File: config.mk
export PLATFORM = sky130hd
export DESIGN_NAME = ewma_hysteresis_cluster_balancer
export DESIGN_NICKNAME = d
export VERILOG_FILES = /design/src/ehcb_pkg.sv /design/src/ehcb_update.sv /design/src/ewma_hysteresis_cluster_balancer.sv
export SDC_FILE = /design/constraint.sdc
export NUM_CORES = 1
export LEC_CHECK = 0
export BUFFER_PORTS_ARGS = -buffer_cell sky130_fd_sc_hd__buf_2
export CORE_ASPECT_RATIO = 0.6
export CORE_MARGIN = 5
export CORE_UTILIZATION = 55
export DETAILED_ROUTE_END_ITERATION = 10
export GPL_TIMING_DRIVEN = 1
export PLACE_DENSITY = 0.73
export SYNTH_ARGS = -nofsm -noshare
export SYNTH_HDL_FRONTEND = slang
export SYNTH_SLANG_ARGS = --single-unit
File: constraint.sdc
create_clock -name clk -period 31.4 [get_ports clk]
set_input_delay 6.28 -clock clk [delete_from_list [all_inputs] [get_ports clk]]
set_output_delay 6.28 -clock clk [all_outputs]
set_load 0.05 [all_outputs]
File: src/ehcb_pkg.sv
package ehcb_pkg;

    localparam int NUM_CLUSTERS_DEF = 8;

    localparam int PADDR_W = 5;
    localparam int PDATA_W = 32;

    localparam logic [6:0] PCT_MAX   = 7'd100;
    localparam logic [7:0] COUNT_MAX = 8'd255;

    // register index, taken from paddr[4:2]
    localparam logic [2:0] REG_AVERAGE_SHIFT  = 3'd0;
    localparam logic [2:0] REG_UP_THRESHOLD   = 3'd1;
    localparam logic [2:0] REG_DOWN_THRESHOLD = 3'd2;
    localparam logic [2:0] REG_FLIP_COUNT     = 3'd3;
    localparam logic [2:0] REG_BALANCER_ON    = 3'd4;

    localparam logic [3:0] RST_AVERAGE_SHIFT  = 4'd3;
    localparam logic [6:0] RST_UP_THRESHOLD   = 7'd70;
    localparam logic [6:0] RST_DOWN_THRESHOLD = 7'd30;
    localparam logic [7:0] RST_FLIP_COUNT     = 8'd3;
    localparam logic       RST_BALANCER_ON    = 1'b1;

    typedef struct packed {
        logic [2:0] cluster_index;
        logic [6:0] sample_pct;
    } in_word_t;

    typedef struct packed {
        logic [2:0] out_cluster;
        logic [6:0] average_pct;
        logic       wants_big;
        logic       switched;
    } out_word_t;

    // one memory entry per cluster
    typedef struct packed {
        logic [6:0] average_level;
        logic [7:0] above_count;
        logic [7:0] below_count;
        logic       prefer_big_flag;
    } entry_t;

    typedef struct packed {
        logic [3:0] average_shift;
        logic [6:0] up_threshold;
        logic [6:0] down_threshold;
        logic [7:0] flip_count;
        logic       balancer_on;
    } cfg_t;

endpackage

File: src/ehcb_update.sv
module ehcb_update (
    input  ehcb_pkg::cfg_t      cfg,
    input  ehcb_pkg::in_word_t  word,
    input  logic                in_range,
    input  ehcb_pkg::entry_t    cur,
    output ehcb_pkg::entry_t    nxt,
    output logic                wr_en,
    output ehcb_pkg::out_word_t res
);
    import ehcb_pkg::*;

    logic [6:0]  sample_sat;
    logic [22:0] scaled;
    logic [22:0] shifted;
    logic [6:0]  avg;
    logic [7:0]  above;
    logic [7:0]  below;
    logic        flip;
    entry_t      upd;

    always_comb
    begin
        sample_sat = (word.sample_pct > PCT_MAX) ? PCT_MAX : word.sample_pct;

        // avg * (2^s - 1) + sample, then >> s
        scaled  = ({16'd0, cur.average_level} << cfg.average_shift)
                - {16'd0, cur.average_level} + {16'd0, sample_sat};
        shifted = scaled >> cfg.average_shift;
        if (cfg.average_shift == 4'd0)
        begin
            avg = sample_sat;
        end
        else if (shifted > {16'd0, PCT_MAX})
        begin
            avg = PCT_MAX;
        end
        else
        begin
            avg = shifted[6:0];
        end

        above = cur.above_count;
        below = cur.below_count;
        if (avg >= cfg.up_threshold)
        begin
            above = (cur.above_count < COUNT_MAX) ? cur.above_count + 8'd1 : COUNT_MAX;
            below = 8'd0;
        end
        else if (avg <= cfg.down_threshold)
        begin
            below = (cur.below_count < COUNT_MAX) ? cur.below_count + 8'd1 : COUNT_MAX;
            above = 8'd0;
        end
        else
        begin
            if (cur.above_count != 8'd0)
            begin
                above = cur.above_count - 8'd1;
            end
            if (cur.below_count != 8'd0)
            begin
                below = cur.below_count - 8'd1;
            end
        end

        flip = (!cur.prefer_big_flag && above >= cfg.flip_count)
            || (cur.prefer_big_flag && below >= cfg.flip_count);

        upd.average_level   = avg;
        upd.above_count     = flip ? 8'd0 : above;
        upd.below_count     = flip ? 8'd0 : below;
        upd.prefer_big_flag = cur.prefer_big_flag ^ flip;

        wr_en = in_range && cfg.balancer_on;
        nxt   = wr_en ? upd : cur;

        res.out_cluster = word.cluster_index;
        if (!in_range)
        begin
            res.average_pct = 7'd0;
            res.wants_big   = 1'b0;
            res.switched    = 1'b0;
        end
        else
        begin
            res.average_pct = nxt.average_level;
            res.wants_big   = nxt.prefer_big_flag;
            res.switched    = wr_en && flip;
        end
    end

endmodule

File: src/ewma_hysteresis_cluster_balancer.sv
// Per-cluster EWMA utilization tracker with hysteresis on a big/little preference.
// Takes one sample word per clock unless stalled and returns one result word per
// sample. The memory is read at the accept edge. The update, the write-back and the
// load of the result register happen at the edge where the update stage advances,
// which a stalled result can hold back. Per-cluster state (average, above and
// below counters, preference) sits in one synchronous memory; a bypass register
// feeds the just-written entry to a following sample of the same cluster, so
// back-to-back samples to one cluster run at full rate. Entries read as zero until
// first written (per-entry valid flops), so there is no clearing pass after reset.
// User must write configuration over the APB-style port while idle; not enforced.
module ewma_hysteresis_cluster_balancer #(
    parameter int NUM_CLUSTERS = ehcb_pkg::NUM_CLUSTERS_DEF
) (
    input  logic                          clk,
    input  logic                          rst_n,
    input  logic                          sample_valid,
    output logic                          sample_stall,
    input  ehcb_pkg::in_word_t            sample,
    output logic                          result_valid,
    input  logic                          result_stall,
    output ehcb_pkg::out_word_t           result,
    input  logic                          psel,
    input  logic                          penable,
    input  logic                          pwrite,
    input  logic [ehcb_pkg::PADDR_W-1:0]  paddr,
    input  logic [ehcb_pkg::PDATA_W-1:0]  pwdata,
    output logic [ehcb_pkg::PDATA_W-1:0]  prdata,
    output logic                          pready
);
    import ehcb_pkg::*;

    // only the first eight clusters are reachable with a 3-bit index
    localparam int DEPTH = (NUM_CLUSTERS < 8) ? NUM_CLUSTERS : 8;
    localparam int AW    = (DEPTH > 1) ? $clog2(DEPTH) : 1;

    cfg_t            cfg_reg;
    logic [2:0]      reg_index;

    entry_t          mem [DEPTH];
    logic [DEPTH-1:0] valid_reg;

    logic            s1_valid_reg;
    in_word_t        s1_word_reg;
    logic            s1_range_reg;
    entry_t          rd_data_reg;
    logic            rd_ok_reg;
    logic            byp_reg;
    entry_t          byp_data_reg;
    logic [AW-1:0]   s1_addr_reg;

    logic            result_valid_reg;
    out_word_t       result_reg;

    logic            accept;
    logic            s1_adv;
    logic            in_range;
    logic [AW-1:0]   rd_addr;
    entry_t          cur;
    entry_t          nxt;
    logic            upd_wr;
    logic            wr_en;
    out_word_t       res;

    // configuration port
    assign pready    = 1'b1;
    assign reg_index = paddr[4:2];

    always_ff @(posedge clk or negedge rst_n)
    begin
        if (!rst_n)
        begin
            cfg_reg.average_shift  <= RST_AVERAGE_SHIFT;
            cfg_reg.up_threshold   <= RST_UP_THRESHOLD;
            cfg_reg.down_threshold <= RST_DOWN_THRESHOLD;
            cfg_reg.flip_count     <= RST_FLIP_COUNT;
            cfg_reg.balancer_on    <= RST_BALANCER_ON;
        end
        else if (psel && penable && pwrite && pready)
        begin
            case (reg_index)
                REG_AVERAGE_SHIFT:  cfg_reg.average_shift  <= pwdata[3:0];
                REG_UP_THRESHOLD:   cfg_reg.up_threshold   <= pwdata[6:0];
                REG_DOWN_THRESHOLD: cfg_reg.down_threshold <= pwdata[6:0];
                REG_FLIP_COUNT:     cfg_reg.flip_count     <= pwdata[7:0];
                REG_BALANCER_ON:    cfg_reg.balancer_on    <= pwdata[0];
                default:            ;
            endcase
        end
    end

    always_comb
    begin
        case (reg_index)
            REG_AVERAGE_SHIFT:  prdata = {28'd0, cfg_reg.average_shift};
            REG_UP_THRESHOLD:   prdata = {25'd0, cfg_reg.up_threshold};
            REG_DOWN_THRESHOLD: prdata = {25'd0, cfg_reg.down_threshold};
            REG_FLIP_COUNT:     prdata = {24'd0, cfg_reg.flip_count};
            REG_BALANCER_ON:    prdata = {31'd0, cfg_reg.balancer_on};
            default:            prdata = '0;
        endcase
    end

    // handshake
    assign s1_adv       = s1_valid_reg && (!result_valid_reg || !result_stall);
    assign sample_stall = s1_valid_reg && !s1_adv;
    assign accept       = sample_valid && !sample_stall;
    assign in_range     = {29'd0, sample.cluster_index} < 32'(NUM_CLUSTERS);
    assign rd_addr      = sample.cluster_index[AW-1:0];
    assign wr_en        = s1_adv && upd_wr;

    always_comb
    begin
        if (byp_reg)
        begin
            cur = byp_data_reg;
        end
        else if (rd_ok_reg)
        begin
            cur = rd_data_reg;
        end
        else
        begin
            cur = '0;
        end
    end

    ehcb_update u_update (
        .cfg      (cfg_reg),
        .word     (s1_word_reg),
        .in_range (s1_range_reg),
        .cur      (cur),
        .nxt      (nxt),
        .wr_en    (upd_wr),
        .res      (res)
    );

    // state memory, registered read
    always_ff @(posedge clk)
    begin
        if (wr_en)
        begin
            mem[s1_addr_reg] <= nxt;
        end
        if (accept && in_range)
        begin
            rd_data_reg <= mem[rd_addr];
        end
        if (accept)
        begin
            s1_word_reg  <= sample;
            s1_addr_reg  <= rd_addr;
            byp_data_reg <= nxt;
        end
        if (s1_adv)
        begin
            result_reg <= res;
        end
    end

    always_ff @(posedge clk or negedge rst_n)
    begin
        if (!rst_n)
        begin
            valid_reg        <= '0;
            s1_valid_reg     <= 1'b0;
            s1_range_reg     <= 1'b0;
            rd_ok_reg        <= 1'b0;
            byp_reg          <= 1'b0;
            result_valid_reg <= 1'b0;
        end
        else
        begin
            if (wr_en)
            begin
                valid_reg[s1_addr_reg] <= 1'b1;
            end
            if (accept)
            begin
                s1_valid_reg <= 1'b1;
                s1_range_reg <= in_range;
                rd_ok_reg    <= in_range && valid_reg[rd_addr];
                // same-edge write to the entry being read: memory gives stale data
                byp_reg      <= in_range && wr_en && (s1_addr_reg == rd_addr);
            end
            else if (s1_adv)
            begin
                s1_valid_reg <= 1'b0;
                byp_reg      <= 1'b0;
            end
            if (s1_adv)
            begin
                result_valid_reg <= 1'b1;
            end
            else if (!result_stall)
            begin
                result_valid_reg <= 1'b0;
            end
        end
    end

    assign result_valid = result_valid_reg;
    assign result       = result_reg;

    a_switch_needs_enable: assert property (@(posedge clk) disable iff (!rst_n)
        result_valid && result.switched |-> cfg_reg.balancer_on)
        else $error("switched result while balancer is off");

    a_bypass_with_item: assert property (@(posedge clk) disable iff (!rst_n)
        byp_reg |-> s1_valid_reg)
        else $error("bypass flag set with empty update stage");

    a_backpressure: assert property (@(posedge clk) disable iff (!rst_n)
        s1_valid_reg && result_valid && result_stall |-> sample_stall)
        else $error("input taken while update stage is blocked");

    a_out_of_range_zero: assert property (@(posedge clk) disable iff (!rst_n)
        result_valid && ({29'd0, result.out_cluster} >= 32'(NUM_CLUSTERS))
        |-> result.average_pct == 7'd0 && !result.wants_big && !result.switched)
        else $error("nonzero result for absent cluster");

    a_write_one_cycle: assert property (@(posedge clk) disable iff (!rst_n)
        wr_en |=> !$past(sample_stall))
        else $error("write-back while update stage stalled");

endmodule
==> summary.md <==
| Metric | Value |
|---|---|
| CP Max Fanout | 15 |
| Yosys top cell area share | 0.458 |
| Rel. slew slack | 0.152 |
| Area delta synth->final | 8.26% |
| Root Driver | clkbuf_16 |
| Synth area leaders | edfxtp_1, mux4_2, ha_1, dfrtp_1, nand2_1 |
| MaxCap Viol Count | 0 |
| P per Cell Area | between 80 and 90 nW/um^2 |
| Ys flop type | edfxtp_1 |
| Critical Path Max Stage Delay | 0.44 ns |
| Distinct cell type count after synthesis | 94 |
| Vias in the first global route | about 12000 |
| Num CTS Buffers | 26 |
| Post_cts resized | 0 |
| WL per Instance | 23.9 um |
| # port buffers | 49 |
| Worst skew pair latency | about 0.57 ns |
| Setup TNS | 0 ns |
| Worst-margin pin slew | 1.24 ns |
| Largest net degree at the start of global routing | 53 |
| Layout Nets | 1589 |
| Via count | 12500 |
| Period utilization | 0.446 |
| Sequential group share of total power | 0.314 |
| Final WL | 45500 um |
| Worst Hold Class | reg -> reg |
| Initial antenna violation count | 1 |
| Clk network pwr share | 0.196 |
| Simple-gate area share of the yosys netlist | 0.111 |
| Initial Utilization | 0.555 |
| Cell row count | 50 |
| GRT Util Overall | 0.253 |
| Post-CTS Repair Setup Buffers | 0 |
| Yosys reg bits | 302 |
| Net Sw Power | 0.682 mW |
| # DRC | 0 |
| Setup Viol. Count Final | 0 |
| Worst Slack Setup Final | between 15 and 20 ns |
| Status | finished clean |
| CP Data Required Time | 25.12 ns |
| RSZ-0062 raised after global routing | no |
| FFs w/ async S/R, synth | 0.132 |
| Die Y | 147 um |
| Sink Count | approximately 300 |
| Number of synthesized flops with an enable pin | 262 |
| Sw Ratio | 0.415 |
| Total power | 1.64 mW |
| Synth Cell Area | 17200 sq um |
| GPL Wtd Cong | 0.991 |
| Critical Path Sink Type | primary output |
| Antenna Violating Nets Remaining | 0 |
| Ys Warns | 0 |
| CP dominant cell by count | buf_2 |
| Slowest CP cell | nor2b_1 |
| HPWL Detailed | 32000 um |
| Total core area | 31000 sq um |
| Maximum VDD drop | 0.0000499 V |
| Post-synthesis xor/xnor area fraction | 0.0163 |
| Slew Limit Fails | 0 |
| Vias per cell | 6.55 |
| Overflow after GRT | 0 |
| Leakage | between 7 and 8 nW |
| Final hold violations | 0 |
| Layout Utilization | 0.601 |
| Layout cells sized above 1 | 0.179 |
| Combinational cell fraction of total power | 0.491 |
| Die area | around 35000 sq um |
| Internal | between 0.9 and 1 mW |
| Mean Syn Cell Area | 11.9 sq um |
| Worst-path clk slew | 0.06 ns |
| Pre-CTS setup slack | 17.48 ns |
| FMAX | 71.4 MHz |
| Worst Setup Start Kind | primary input |
| Mapped Cells | approximately 1400 |
| Multiplexer share of the synthesized area | 0.111 |
| Clock Tree Buf Depth | 3 |
| Max reg flops | 192 |
| Die X | 238 um |
| Sequence of cells on the critical path | buf_2, nor2b_1, a22oi_1, nor2_1, buf_2 |
| Detailed Route Iter0 Violations | 1898 |
| CTS tree | done |
| Yosys top cell by area | edfxtp_1 |
| Pre-antenna DRT Iters | 6 |
| # hold bufs at CTS | 0 |
| Sequential area share after synthesis | 0.517 |
| Compound-gate portion of the synthesized area | 0.149 |
| I/O pins | 101 |
| Hold Slack | 0.465 ns |
| Post-synthesis adder-cell area fraction | 0.0511 |
| Final Critical Period | 14.00 ns |
| Global-route wire length before repair | roughly 70000 um |
| Largest family of logic cells by synthesized area | compound AO/OA/AOI/OAI gates |
| H-Tree Depth | 1 |
| Crit path arrival time | 7.72 ns |
| Crit path kind | in -> out |
| Clk_skew | 0.0135 ns |
## metrics by stage
stage	instance area [sq um]	cells
floorplan	17300	1470
global placement	17700	1857
detailed placement	17700	1857
CTS	18600	1905
global route	18600	1906
finish	18600	1907
## cells in the final DEF (no fill, tap or decap), drive strengths merged, types with 8 or more instances in the layout
cell	netlist	layout
nand3	32	32
dfrtp	28	28
inv	69	70
a21o	28	28
xor2	11	11
nor2	95	95
mux4	58	58
and3	10	10
mux2i	19	19
a22oi	24	24
dfstp	12	12
nand2b	21	21
clkinv	0	8
nor3	20	20
or3	10	10
conb	2	25
o21a	19	19
clkbuf	55	36
or2	11	11
ha	59	59
nor2b	9	9
and2	16	16
a21oi	83	83
o22ai	19	19
edfxtp	262	262
a22o	11	11
mux2	37	37
nand2	126	126
o21ai	70	70
nand4	14	14
xnor2	21	21
buf	45	71
a31oi	19	19
a21boi	8	8
o211ai	11	11
a211oi	15	15
## kinds of logic (layout without fill, tap and decap cells)
| logic type | after synthesis | after routing |
|---|---|---|
| AOI/OAI and AO/OA | 369 | 369 |
| xor gates and xnor gates | 32 | 32 |
| adders and majority gates | 66 | 66 |
| buffers and inverters | 169 | 188 |
| DFF | 302 | 302 |
| muxes | 114 | 114 |
| other | 2 | 27 |
| and+or+nand+nor | 393 | 393 |
## path summary, 6_finish.rpt
kind                              startpoint            to  slack, ns  depth (start not counted)
worst max-delay path                paddr[2]     prdata[6]      17.40                          5
worst min-delay path            valid_reg[4]  valid_reg[4]       0.46                          1
worst max register to register     rd_ok_reg     mem[6][4]      18.11                         42
worst min register to register  valid_reg[4]  valid_reg[4]       0.46                          1
max in group asynchronous              rst_n  valid_reg[3]      24.84                          1
min in group asynchronous              rst_n    cfg_reg[8]       5.90                          1
## layout make-up
cell class              count  area [sq um]
flip-flops and latches    302          8880
multi-input cells         999          7670
repair buffers             71           413
clock inverters            12           141
clock buffers              36           708
well taps                 416           520
diodes                      2          5.00
inverters                  69           259
fillers                  2414         12400
## power by group through the flow
stage | combinational (mW) | clock [mW] | sequential [mW]
2_1_floorplan | 0.581 | 0 | 0.521
3_3_place_gp | 0.756 | 0 | 0.521
3_5_place_dp | 0.769 | 0 | 0.523
4_1_cts | 0.774 | 0.325 | 0.515
5_1_grt | 0.861 | 0.345 | 0.518
6_report | 0.806 | 0.321 | 0.515
## layer usage
| metal | vias up | global-route usage | part of all wire |
|---|---|---|---|
| met5 | - | 0 | 0 |
| met4 | 0 | 0.0390 | 0.014 |
| met3 | 52 | 0.0664 | 0.13 |
| met2 | 748 | 0.334 | 0.39 |
| met1 | 6157 | 0.424 | 0.46 |
| li1 | 5535 | - | - |
## worst max-delay path: cells and delay by family
family | cells | cell delay [ns]
buffers and inverters | 2 | 0.60
AOI/OAI and AO/OA | 1 | 0.22
and+or+nand+nor | 2 | 0.59
## Yosys cell counts (15+ instances only)
library cell	n
a211oi_1	15
a21o_1	28
a21oi_1	77
a22oi_1	24
a31oi_1	19
and2_1	15
buf_4	26
clkbuf_1	54
dfrtp_1	28
edfxtp_1	262
ha_1	59
inv_1	69
mux2_2	37
mux2i_1	19
mux4_2	58
nand2_1	126
nand2b_1	21
nand3_1	32
nor2_1	94
nor3_1	19
o21a_1	18
o21ai_0	67
o22ai_1	19
xnor2_1	21
Power figures use the tool's default switching activity.
